==> config.mk <==
export PLATFORM = sky130hd
export DESIGN_NAME = mf_median9
export DESIGN_NICKNAME = d
export VERILOG_FILES = /design/src/rtl/mf_median9.sv
export SDC_FILE = /design/constraint.sdc
export NUM_CORES = 1
export LEC_CHECK = 0
export BUFFER_PORTS_ARGS = -buffer_cell sky130_fd_sc_hd__buf_4
export CORE_UTILIZATION = 57
export DETAILED_ROUTE_END_ITERATION = 8
export PLACE_DENSITY = 0.79
export REMOVE_ABC_BUFFERS = 1
export SETUP_SLACK_MARGIN = 0.1
export SLEW_MARGIN = 25
export SYNTH_ARGS = -nofsm -noshare
export SYNTH_HDL_FRONTEND = slang
export SYNTH_SLANG_ARGS = --single-unit
==> constraint.sdc <==
create_clock -name clock -period 7.8 [get_ports clock]
set_input_delay 0.39 -clock clock [delete_from_list [all_inputs] [get_ports clock]]
set_output_delay 0.39 -clock clock [all_outputs]
set_load 0.05 [all_outputs]
==> src/rtl/mf_median9.sv <==
`timescale 1ns / 1ps
// Three-stage exact median of nine: sort rows, reduce columns, median of three.
// Valid/ready between stages; no package needed.
module mf_median9 #(
   parameter int PIXEL_BITS = 16
) (
   input  logic                         clock,
   input  logic                         reset,
   input  logic                         in_valid,
   input  logic                         in_last,
   input  logic signed [PIXEL_BITS-1:0] in_win [9],
   output logic                         in_ready,
   output logic                         out_valid,
   output logic                         out_last,
   output logic signed [PIXEL_BITS-1:0] out_med,
   input  logic                         out_ready
);

   typedef logic signed [PIXEL_BITS-1:0] pix_type;

   function automatic pix_type min2(input pix_type a, input pix_type b);
      return (a < b) ? a : b;
   endfunction

   function automatic pix_type max2(input pix_type a, input pix_type b);
      return (a > b) ? a : b;
   endfunction

   function automatic pix_type med3(input pix_type a, input pix_type b, input pix_type c);
      return max2(min2(a, b), min2(max2(a, b), c));
   endfunction

   pix_type lo_ff [3], mi_ff [3], hi_ff [3];
   pix_type lo_in [3], mi_in [3], hi_in [3];
   pix_type red_ff [3], red_in [3];
   pix_type med_ff;
   logic    b_valid_ff, b_last_ff, c_valid_ff, c_last_ff, d_valid_ff, d_last_ff;
   logic    b_free, c_free, d_free;

   assign d_free   = !d_valid_ff || out_ready;
   assign c_free   = !c_valid_ff || d_free;
   assign b_free   = !b_valid_ff || c_free;
   assign in_ready = b_free;

   // sort each row of three
   always_comb begin
      for (int g = 0; g < 3; g++) begin
         lo_in[g] = min2(min2(in_win[3*g], in_win[3*g+1]), in_win[3*g+2]);
         hi_in[g] = max2(max2(in_win[3*g], in_win[3*g+1]), in_win[3*g+2]);
         mi_in[g] = med3(in_win[3*g], in_win[3*g+1], in_win[3*g+2]);
      end
   end

   // largest low, middle middle, smallest high
   always_comb begin
      red_in[0] = max2(max2(lo_ff[0], lo_ff[1]), lo_ff[2]);
      red_in[1] = med3(mi_ff[0], mi_ff[1], mi_ff[2]);
      red_in[2] = min2(min2(hi_ff[0], hi_ff[1]), hi_ff[2]);
   end

   always_ff @(posedge clock) begin
      if (reset) begin
         b_valid_ff <= 1'b0;
         c_valid_ff <= 1'b0;
         d_valid_ff <= 1'b0;
      end else begin
         if (b_free) b_valid_ff <= in_valid;
         if (c_free) c_valid_ff <= b_valid_ff;
         if (d_free) d_valid_ff <= c_valid_ff;
      end
   end

   always_ff @(posedge clock) begin
      if (b_free) begin
         lo_ff     <= lo_in;
         mi_ff     <= mi_in;
         hi_ff     <= hi_in;
         b_last_ff <= in_last;
      end
      if (c_free) begin
         red_ff    <= red_in;
         c_last_ff <= b_last_ff;
      end
      if (d_free) begin
         med_ff    <= med3(red_ff[0], red_ff[1], red_ff[2]);
         d_last_ff <= c_last_ff;
      end
   end

   assign out_valid = d_valid_ff;
   assign out_last  = d_last_ff;
   assign out_med   = med_ff;

endmodule

==> impl_metrics.py <==
metrics = {
    "synthesis": {
        "synth_ff_type": "edfxtp_1",
        "yosys_warnings": 0,
        "syn_area_per_cell_um2": 9.66,
        "netlist_area_um2": 21800,
        "yosysSeqAreaShare": 0.293,
        "syn_inst": 2260,
        "synth-edff-count": 211,
        "ys_types": 74,
        "synth_seq_cells": 214,
        "synthArstFlopShare": 0,
    },
    "sta": {
        "setup_ws_ps": 531,
        "fmax_mhz": 138,
        "setup_viol": 0,
        "rsz0062_at_grt": "false",
        "finalHoldViolCount": 0,
        "tightestPinTransition_ps": 1030,
        "max-slew-margin-rel": 0.314,
        "fin_crit_sh": 0.932,
        "fin_crit_ps": 7270,
        "maxSlewViolCount": 0,
        "fin_skew_ps": 16.0,
    },
    "floorplan": {
        "die_area_um2": 39100,
        "start_util": 0.579,
        "rows": 71,
        "boundaryPins": 168,
        "core-area_um2": 37700,
        "die_w_um": 198,
        "die_y_um": 198,
    },
    "worst_setup_path": {
        "startpoint_type": "flip-flop",
        "reg2reg_slack_ps": 530,
        "cp-end-kind": "flip-flop",
        "path_max_fanout": 23,
        "path_buf_inv": 3,
        "r2r_cells": 26,
        "crit_end": "out_med[4]",
        "worstPathArrival_ps": 7510,
        "worstPathRequired_ps": 8040,
        "slowest_delay_ps": 640,
        "crit_type": "reg2reg",
        "crit_family": "simple AND/OR/NAND/NOR gates",
        "slowest_stage": "or4b_2",
        "crit_top_cell": "ha_1",
        "rr_endpoint": "out_med[4]",
        "reg2reg_from": "red_ff[31]",
        "critPathLaunch": "red_ff[31]",
        "path_depth": 26,
    },
    "worst_hold_path": {
        "hold_class": "in2reg",
        "hold_depth": 2,
    },
    "place": {
        "place_ws_ps": 399,
        "dp_hpwl_mm": 52.7,
        "port_buffers": 167,
        "gp_congestion": 0.985,
    },
    "drt": {
        "firstDrtPassIters": 6,
        "wl_per_cell_um": 21.5,
        "antenna_left": 0,
        "via_count": 18200,
        "wirelength_mm": 63.3,
        "via_per_inst": 6.16,
        "drc_errors": 0,
        "drtIter0Drc": 1420,
    },
    "global_routing": {
        "grt_use_total": 0.321,
        "grt_max_degree": 62,
        "use_met3": 0.0437,
        "met2_usage": 0.541,
        "grt_pass1_vias": 17800,
        "antenna_found_initial": 2,
        "grt_pass1_wl_mm": 96.4,
        "grt_busiest_layer": "met2",
        "grt.overflow.total": 0,
        "grt_use_met1": 0.431,
    },
    "clock_tree": {
        "cts_setup_buffers": 0,
        "cts.sinks": 214,
        "clock_latency_ps": 530,
        "htree_levels": 1,
        "hold_buffers": 0,
        "clk_path_buf_depth": 3,
        "clk_pin_slew_ps": 60,
        "cts_resized": 0,
        "root_buffer": "clkbuf_16",
        "numCtsBuffers": 25,
        "cts_tree": "yes",
    },
    "final_layout": {
        "nNetsFinal": 2913,
        "drive_gt1_frac": 0.199,
        "synthToLayoutAreaGrowth_pct": 12.7,
    },
    "run": {
        "drv_cap": 0,
    },
    "status": {
        "outcome": "finished, final reports clean",
    },
}
[flip-flops by register name, summed over array words and instances, names as in the netlist]
register / count
mi_ff: 48
out_med: 16
c_valid_ff: 1
c_last_ff: 1
out_valid: 1
hi_ff: 48
b_last_ff: 1
out_last: 1
b_valid_ff: 1
lo_ff: 48
red_ff: 48
[kinds of logic (layout without fill, tap and decap cells)]
group	count (synthesis)	after routing	share of synthesized area
multiplexers	371	371	0.181
AND/OR/NAND/NOR	491	491	0.119
buffers and inverters	375	552	0.0663
AO/OA/AOI/OAI	463	463	0.142
other	0	1	0
XOR/XNOR	1	1	0.000401
adder cells (fa/ha/maj)	345	345	0.198
flip-flops	214	214	0.293
[metal layers]
metal | vias up | part of all wire
met4 | 0 | 0.025
met3 | 74 | 0.071
met1 | 8699 | 0.44
met2 | 624 | 0.47
met5 | - | 0
li1 | 8771 | -
[cell usage after synthesis, types with 5 or more instances]
library cell,instances,area [um^2]
ha_1,345,4320
inv_1,298,1120
edfxtp_1,211,6340
mux2_2,193,2170
mux2i_1,178,1780
a21oi_1,129,646
nand2_1,104,390
nand3_1,86,430
o211ai_1,76,571
a21o_1,64,480
nor2_1,64,240
nand4_1,63,394
o21ai_0,57,285
clkbuf_1,55,206
o21a_1,42,315
nor2b_1,29,181
nor3_1,23,115
and3_1,21,131
nor4_1,20,125
o31ai_1,18,135
or3_1,18,113
nand2b_1,15,93.8
or2_2,15,93.8
a31oi_1,11,68.8
and4_1,8,70.1
buf_1,8,30.0
buf_2,8,40.0
a211oi_1,7,52.6
a2111oi_0,6,52.6
o21bai_1,6,45.0
a221oi_1,5,43.8
[stage by stage]
step	cells	area, um^2	utilization	setup TNS, ps	hold slack (ps)
final	2949	24600	0.653	0	43.9
after global placement	2903	23800	0.631	0	405
after CTS	2948	24600	0.653	0	28.1
after global routing	2948	24600	0.653	0	35.5
after floorplan	2183	21500	-	-12500	400
after detailed placement	2903	23800	0.631	0	408
[final cells by class]
type	count	area [um^2]
inverter	298	1120
antenna	1	2.50
tap	511	639
timing repair buffer	209	1580
sequential	214	6400
clock inverter	18	180
multi-input combinational	1671	14000
fill	3066	13100
clock buffer	27	633
[cells in the final DEF (no fill, tap or decap), drive strengths merged, types with 23 or more instances in the layout]
master and count:
ha 345, edfxtp 211, nor2b 29, nor3 23, a21oi 129, mux2 193, nor2 64, buf 209
clkbuf 27, nand3 86, mux2i 178, o21a 42, inv 300, nand2 104, nand4 64, a21o 64
o211ai 76, o21ai 60
[worst min path at each step]
stage / end / from / slack [ps]
finish: out_valid / reset / 40
global route: b_last_ff / in_last / 40
CTS: out_valid / reset / 30
detailed placement: c_last_ff / b_last_ff / 410
global placement: c_last_ff / b_last_ff / 410
floorplan: c_last_ff / b_last_ff / 400
Power is left out: the tool's default activity adds up to more than one toggle a clock period on the data nets, which glitch-free logic cannot reach.
