--- config.mk ---
export PLATFORM = sky130hd
export DESIGN_NAME = mf_column_cell
export DESIGN_NICKNAME = d
export VERILOG_FILES = /design/src/rtl/mf_column_cell.sv
export SDC_FILE = /design/constraint.sdc
export NUM_CORES = 1
export LEC_CHECK = 0
export ABC_CLOCK_PERIOD_IN_PS = 850
export BUFFER_PORTS_ARGS = -buffer_cell sky130_fd_sc_hd__buf_2
export CAP_MARGIN = 20
export CORE_MARGIN = 2
export CORE_UTILIZATION = 34
export CTS_CLUSTER_DIAMETER = 100
export DETAILED_ROUTE_END_ITERATION = 8
export GPL_TIMING_DRIVEN = 0
export PLACE_DENSITY = 0.68
export SYNTH_ARGS = -nofsm -noshare
export SYNTH_HDL_FRONTEND = slang
export SYNTH_SLANG_ARGS = --single-unit
--- constraint.sdc ---
create_clock -name clock -period 0.85 [get_ports clock]
set_clock_uncertainty 0.2 [all_clocks]
set_input_delay 0.2125 -clock clock [delete_from_list [all_inputs] [get_ports clock]]
set_output_delay 0.2125 -clock clock [all_outputs]
set_load 0.05 [all_outputs]
--- src/rtl/mf_column_cell.sv ---
`timescale 1ns / 1ps
// One window column cell: holds three rows of one column, shifts on demand.
// Chained cell to cell in the top level; no package needed.
module mf_column_cell #(
   parameter int PIXEL_BITS = 16
) (
   input  logic                         clock,
   input  logic                         shift,
   input  logic signed [PIXEL_BITS-1:0] col_in  [3],
   output logic signed [PIXEL_BITS-1:0] col_out [3]
);

   logic signed [PIXEL_BITS-1:0] col_ff [3];

   always_ff @(posedge clock) begin
      if (shift) begin
         col_ff <= col_in;
      end
   end

   assign col_out = col_ff;

endmodule

==> results of run 1 <==
==> what timing repair did <==
item	4_1_cts	5_1_grt
gates resized for setup	98	1
endpoints found under the hold margin	48	48
gates cloned	0	0
endpoints found under the setup margin	96	76
==> power by group <==
group	switching (mW)	internal, mW
registers	0.0853	2.82
logic	0.784	0.414
clock network	0.700	0.585
==> layout make-up <==
type                  instances  area (µm²)  area share, %
Clock buffer                  6        72.6           3.04
Clock inverter                2        16.3          0.681
Sequential cell              48        1440           60.4
Tap cell                     50        62.6           2.62
Timing Repair Buffer         97         795           33.3
==> logic make-up (layout without fill, tap and decap cells) <==
family                 after synthesis  count (layout)
DFF                                 48              48
buffers and inverters                0             105
==> layout by cell type, fill, tap and decap left out, drive strengths merged <==
cell	Yosys	routed
clkinv	0	1
edfxtp	48	48
clkinvlp	0	1
buf	0	96
clkbuf	0	7
==> worst paths after layout <==
kind / start / endpoint / slack [ns] / cells past startpoint
max: col_out[13] / col_out[13] / -0.45 / 1
min: col_in[39] / col_out[39] / -0.11 / 1
==> metrics by stage <==
stage	util, %	instance area [µm²]
after detailed placement	49.4	1990
final	59.3	2390
after global placement	49.4	1990
after global routing	59.3	2390
after CTS	59.2	2380
after floorplan	-	1440
==> routing by layer <==
layer | global-route usage, % | routed length, µm | vias to the layer above
li1 | - | - | 400
met1 | 11.3 | 907 | 405
met2 | 23.0 | 1650 | 59
met3 | 7.46 | 364 | 2
met4 | 5.45 | 27 | 0
met5 | 0 | 0 | -
==> results.txt, run 1 <==
Outcome -> finished with violations
Failing checks -> negative hold slack, negative setup slack
Clock transition at path regs -> 0.09 ns
Number of global-route vias before repair -> 952
Yosys reg bits -> 48
Post-route insts no fill -> 203
Root buf cell -> clkbuf_8
Startpoint Class -> register
Part of the cycle the worst path needs -> 153%
IO Pins -> 98
DRT Pass-1 Iters -> 4
CTS Buf Count -> 5
Post-synthesis cell area -> 1440 µm²
First-pass GRT wire length -> 4530 µm
Dominant cell type by area after synthesis -> edfxtp_1
Post-synthesis mux area share -> 0%
Largest net degree at the start of global routing -> 49
Initial antenna violation count -> 0
Core Footprint -> 4030 µm²
CTS tree -> yes
Sequential element share of the synthesized area -> 100%
Gr usage total -> 12.7%
Initial Util -> 35.8%
CP Buf/Inv Count -> 1
CTS Sinks -> 48
Nets -> 202
DRT iter0 DRCs -> 22
Cell count after synthesis -> 48
Drt drc -> 0
Final wirelength -> 2950 µm
Max reg flops -> 48
RSZ-0062 raised after global routing -> yes
Port Buffer Count -> 97
Fin crit period -> 1.30 ns
Main synth FF type -> edfxtp_1
Hold/Removal Path Class -> in2reg
Final hold vios -> 48
Setup WS post-layout -> -0.450 ns
XOR/XNOR Fraction of Synth Area -> 0%
N_diodes -> 0
Setup TNS -> -19.60 ns
Place WS -> -0.753 ns
Worst path cell trace -> buf_6
Post-CTS Setup Bufs -> 0
Yosys top cell area share -> 100%
Peak supply drop -> 0.00144 V
CP endpoint kind -> output port
Synth Area in Simple Gates -> 0%
Vias -> 866
Async S/R FF share, synth -> 0%
CTS H-tree lvls -> 2
Post-Syn Area per Cell -> 30.0 µm²
Die Span Y -> 69.1 µm
Clk buf depth -> 2
Slew @ Worst Pin -> 0.379 ns
Synth Net Count -> 98
Vias/cell -> 4.27
Crit path max-delay family -> flip-flops
Layout cells sized above 1 -> 68.0%
Grt ovf -> 0
Pleak -> 0.998 nW
Rel. slew slack -> 74.8%
Synth Area in Compound Gates -> 0%
Arr. time, crit path -> 0.89 ns
Final ANT Viol Nets -> 0
FILL cells -> 326
Multi-input gates -> 0
Max Freq -> 769 MHz
Yosys warns -> 0
WP data required -> 0.44 ns
Placer Congestion -> 0.654
Most common cell in the netlist -> edfxtp_1
CP peak stage delay -> 0.42 ns
Site Rows -> 23
Count of cell types in the netlist -> 1
Average wire per standard cell -> 14.6 µm
Area contributors post-synth -> edfxtp_1 100%
Total of max-cap violations -> 0
Placed Cells -> 195
Hold_ws -> -0.111 ns
Power density cells -> 2250 nW/µm²
Adder-cell share of the synthesized area -> 0%
Area growth syn-to-layout -> 65.6%
Die X -> 69.1 µm
Die area -> 4780 µm²
Area of the multi-input gates -> 0 µm²
EDFF count, synth -> 48
Worst-path fanout max -> 1
Commonest cells in the netlist -> 48 x edfxtp_1
Critical-path top delay cell -> edfxtp_1
Setup violators final -> 48
Slew Viols, Final -> 0
Total power -> 5.38 mW
CP Class -> reg2out
Power figures use the tool's default switching activity.
==> inputs of run 2 (changes only) <==
- CORE_UTILIZATION: 34 -> 43
- MAX_ROUTING_LAYER: unset -> met4
- PLACE_DENSITY: 0.68 -> 0.83
==> run 2 against run 1 <==
  * Flip-flop and latch count did not move
  * The run still ends with negative hold slack, negative setup slack left
  * Setup slack got worse by 0.064 ns
  * Wire length fell by 2.8%
  * Sequential power barely moved
  * Power fell by 5.9%
  * Core utilization rose by 12 points
  * Largest cell class unchanged
  * Die area fell by 20%
  * Sequential share of layout area rose by 1.0 points
  * Via count fell by 1.3%
  * Combinational power barely moved
  * Highest routed layer unchanged
  * Largest power group unchanged
==> results.txt, run 2 (synthesis results as in run 1) <==
CTS tree -> yes
Arr. time, crit path -> 0.95 ns
Initial Util -> 43.9%
Uppermost layer routed -> met4
Place WS -> -0.733 ns
Sw Share -> 30.1%
Startpoint Class -> register
Clk pwr share -> 19.1%
Max Freq -> 734 MHz
Nets -> 202
Crit path max-delay family -> flip-flops
CP Buf/Inv Count -> 1
CTS Sinks -> 48
Most common cell after layout, fill and taps aside -> buf_6
Power density cells -> 2160 nW/µm²
Area growth syn-to-layout -> 62.8%
Pleak -> 0.980 nW
Slew Viols, Final -> 0
Die Span Y -> 61.9 µm
Area post-placement -> 1980 µm²
Drt drc -> 0
Setup violators final -> 48
Port Buffer Count -> 97
Net Sw Power -> 1.52 mW
Most frequent cells in the layout -> 49 x buf_6, 48 x edfxtp_1, 48 x buf_2, 5 x clkbuf_4, 2 x clkinvlp_4
Root buf cell -> clkbuf_4
Routed wl met2 -> 1690 µm
Worst-path fanout max -> 1
Vias -> 855
CP endpoint kind -> output port
Worst path cell trace -> buf_6
RSZ-0062 raised after global routing -> yes
Total of max-cap violations -> 0
First-pass GRT wire length -> 3640 µm
Clk buf depth -> 2
Site Rows -> 21
Setup WS post-layout -> -0.513 ns
Initial antenna violation count -> 0
DRT iter0 DRCs -> 22
Final ANT Viol Nets -> 0
Final hold vios -> 48
Largest net degree at the start of global routing -> 49
Part of the cycle the worst path needs -> 160%
Layout cells sized above 1 -> 68.0%
Failing checks -> negative hold slack, negative setup slack
DRT Pass-1 Iters -> 3
Final wirelength -> 2870 µm
CTS Buf Count -> 5
Die area -> 3830 µm²
Metal3 WL -> 228 µm
Metal-1 WL -> 914 µm
N_diodes -> 0
Max reg flops -> 48
Number of global-route vias before repair -> 810
Outcome -> finished with violations
Hold/Removal Path Class -> in2reg
Core Footprint -> 3280 µm²
Average wire per standard cell -> 14.4 µm
Post-layout util -> 71.5%
Multi-input gates -> 0
Peak supply drop -> 0.00155 V
Logic pwr share -> 23.6%
CTS H-tree lvls -> 2
Int Power -> 3.54 mW
Total power -> 5.06 mW
Rel. slew slack -> 71.9%
Area of the multi-input gates -> 0 µm²
Critical-path top delay cell -> edfxtp_1
Fin crit period -> 1.36 ns
Gr usage total -> 15.0%
Final Cell Area -> 2350 µm²
Slew @ Worst Pin -> 0.421 ns
Grt ovf -> 0
IO Pins -> 98
Sequential power share -> 57.2%
Clock transition at path regs -> 0.13 ns
WP data required -> 0.44 ns
CP Class -> reg2out
Hold_ws -> -0.166 ns
CP peak stage delay -> 0.43 ns
Die X -> 61.9 µm
Vias/cell -> 4.30
Placer Congestion -> 0.699
## run 2: per-stage QoR
step           TNS, ns  std cells
2_1_floorplan    -7.83         48
3_3_place_gp    -37.88        191
3_5_place_dp    -40.87        191
4_1_cts         -24.09        199
5_1_grt         -25.08        199
6_report        -22.73        199
## run 2: metal layers
layer  vias to the layer above  track usage [%]
met4                         0             5.47
met1                       398             14.4
met2                        49             26.8
met3                         6             6.00
met5                         -                -
li1                        402                -
## run 2: path summary, 6_finish.rpt
path	start	endpoint	slack (ns)	cells past startpoint
hold / removal	col_in[46]	col_out[46]	-0.17	1
setup / recovery	col_out[3]	col_out[3]	-0.51	1
## run 2: area by class of cell
cell class,count,area [µm²]
clock buffers,5,37.5
repair buffers,97,792
clock inverters,3,18.8
fillers,204,937
flip-flops and latches,48,1440
well taps,46,57.6
## run 2: power by group through the flow
stage / Clock, mW / Sequential (mW) / Combinational, mW
after floorplan: 0 / 3.57 / 0
after CTS: 1.03 / 2.90 / 1.20
after global placement: 0 / 2.90 / 0.967
after detailed placement: 0 / 2.91 / 0.981
final: 0.969 / 2.90 / 1.20
after global routing: 1.08 / 2.91 / 1.24
## run 2: repair_timing
| action | in CTS | in global routing |
|---|---|---|
| buffers inserted | 0 | 0 |
| gates resized for setup | 98 | 0 |
| pin swaps | 0 | 0 |
| setup endpoints to repair | 96 | 48 |
| endpoints found under the hold margin | 48 | 48 |
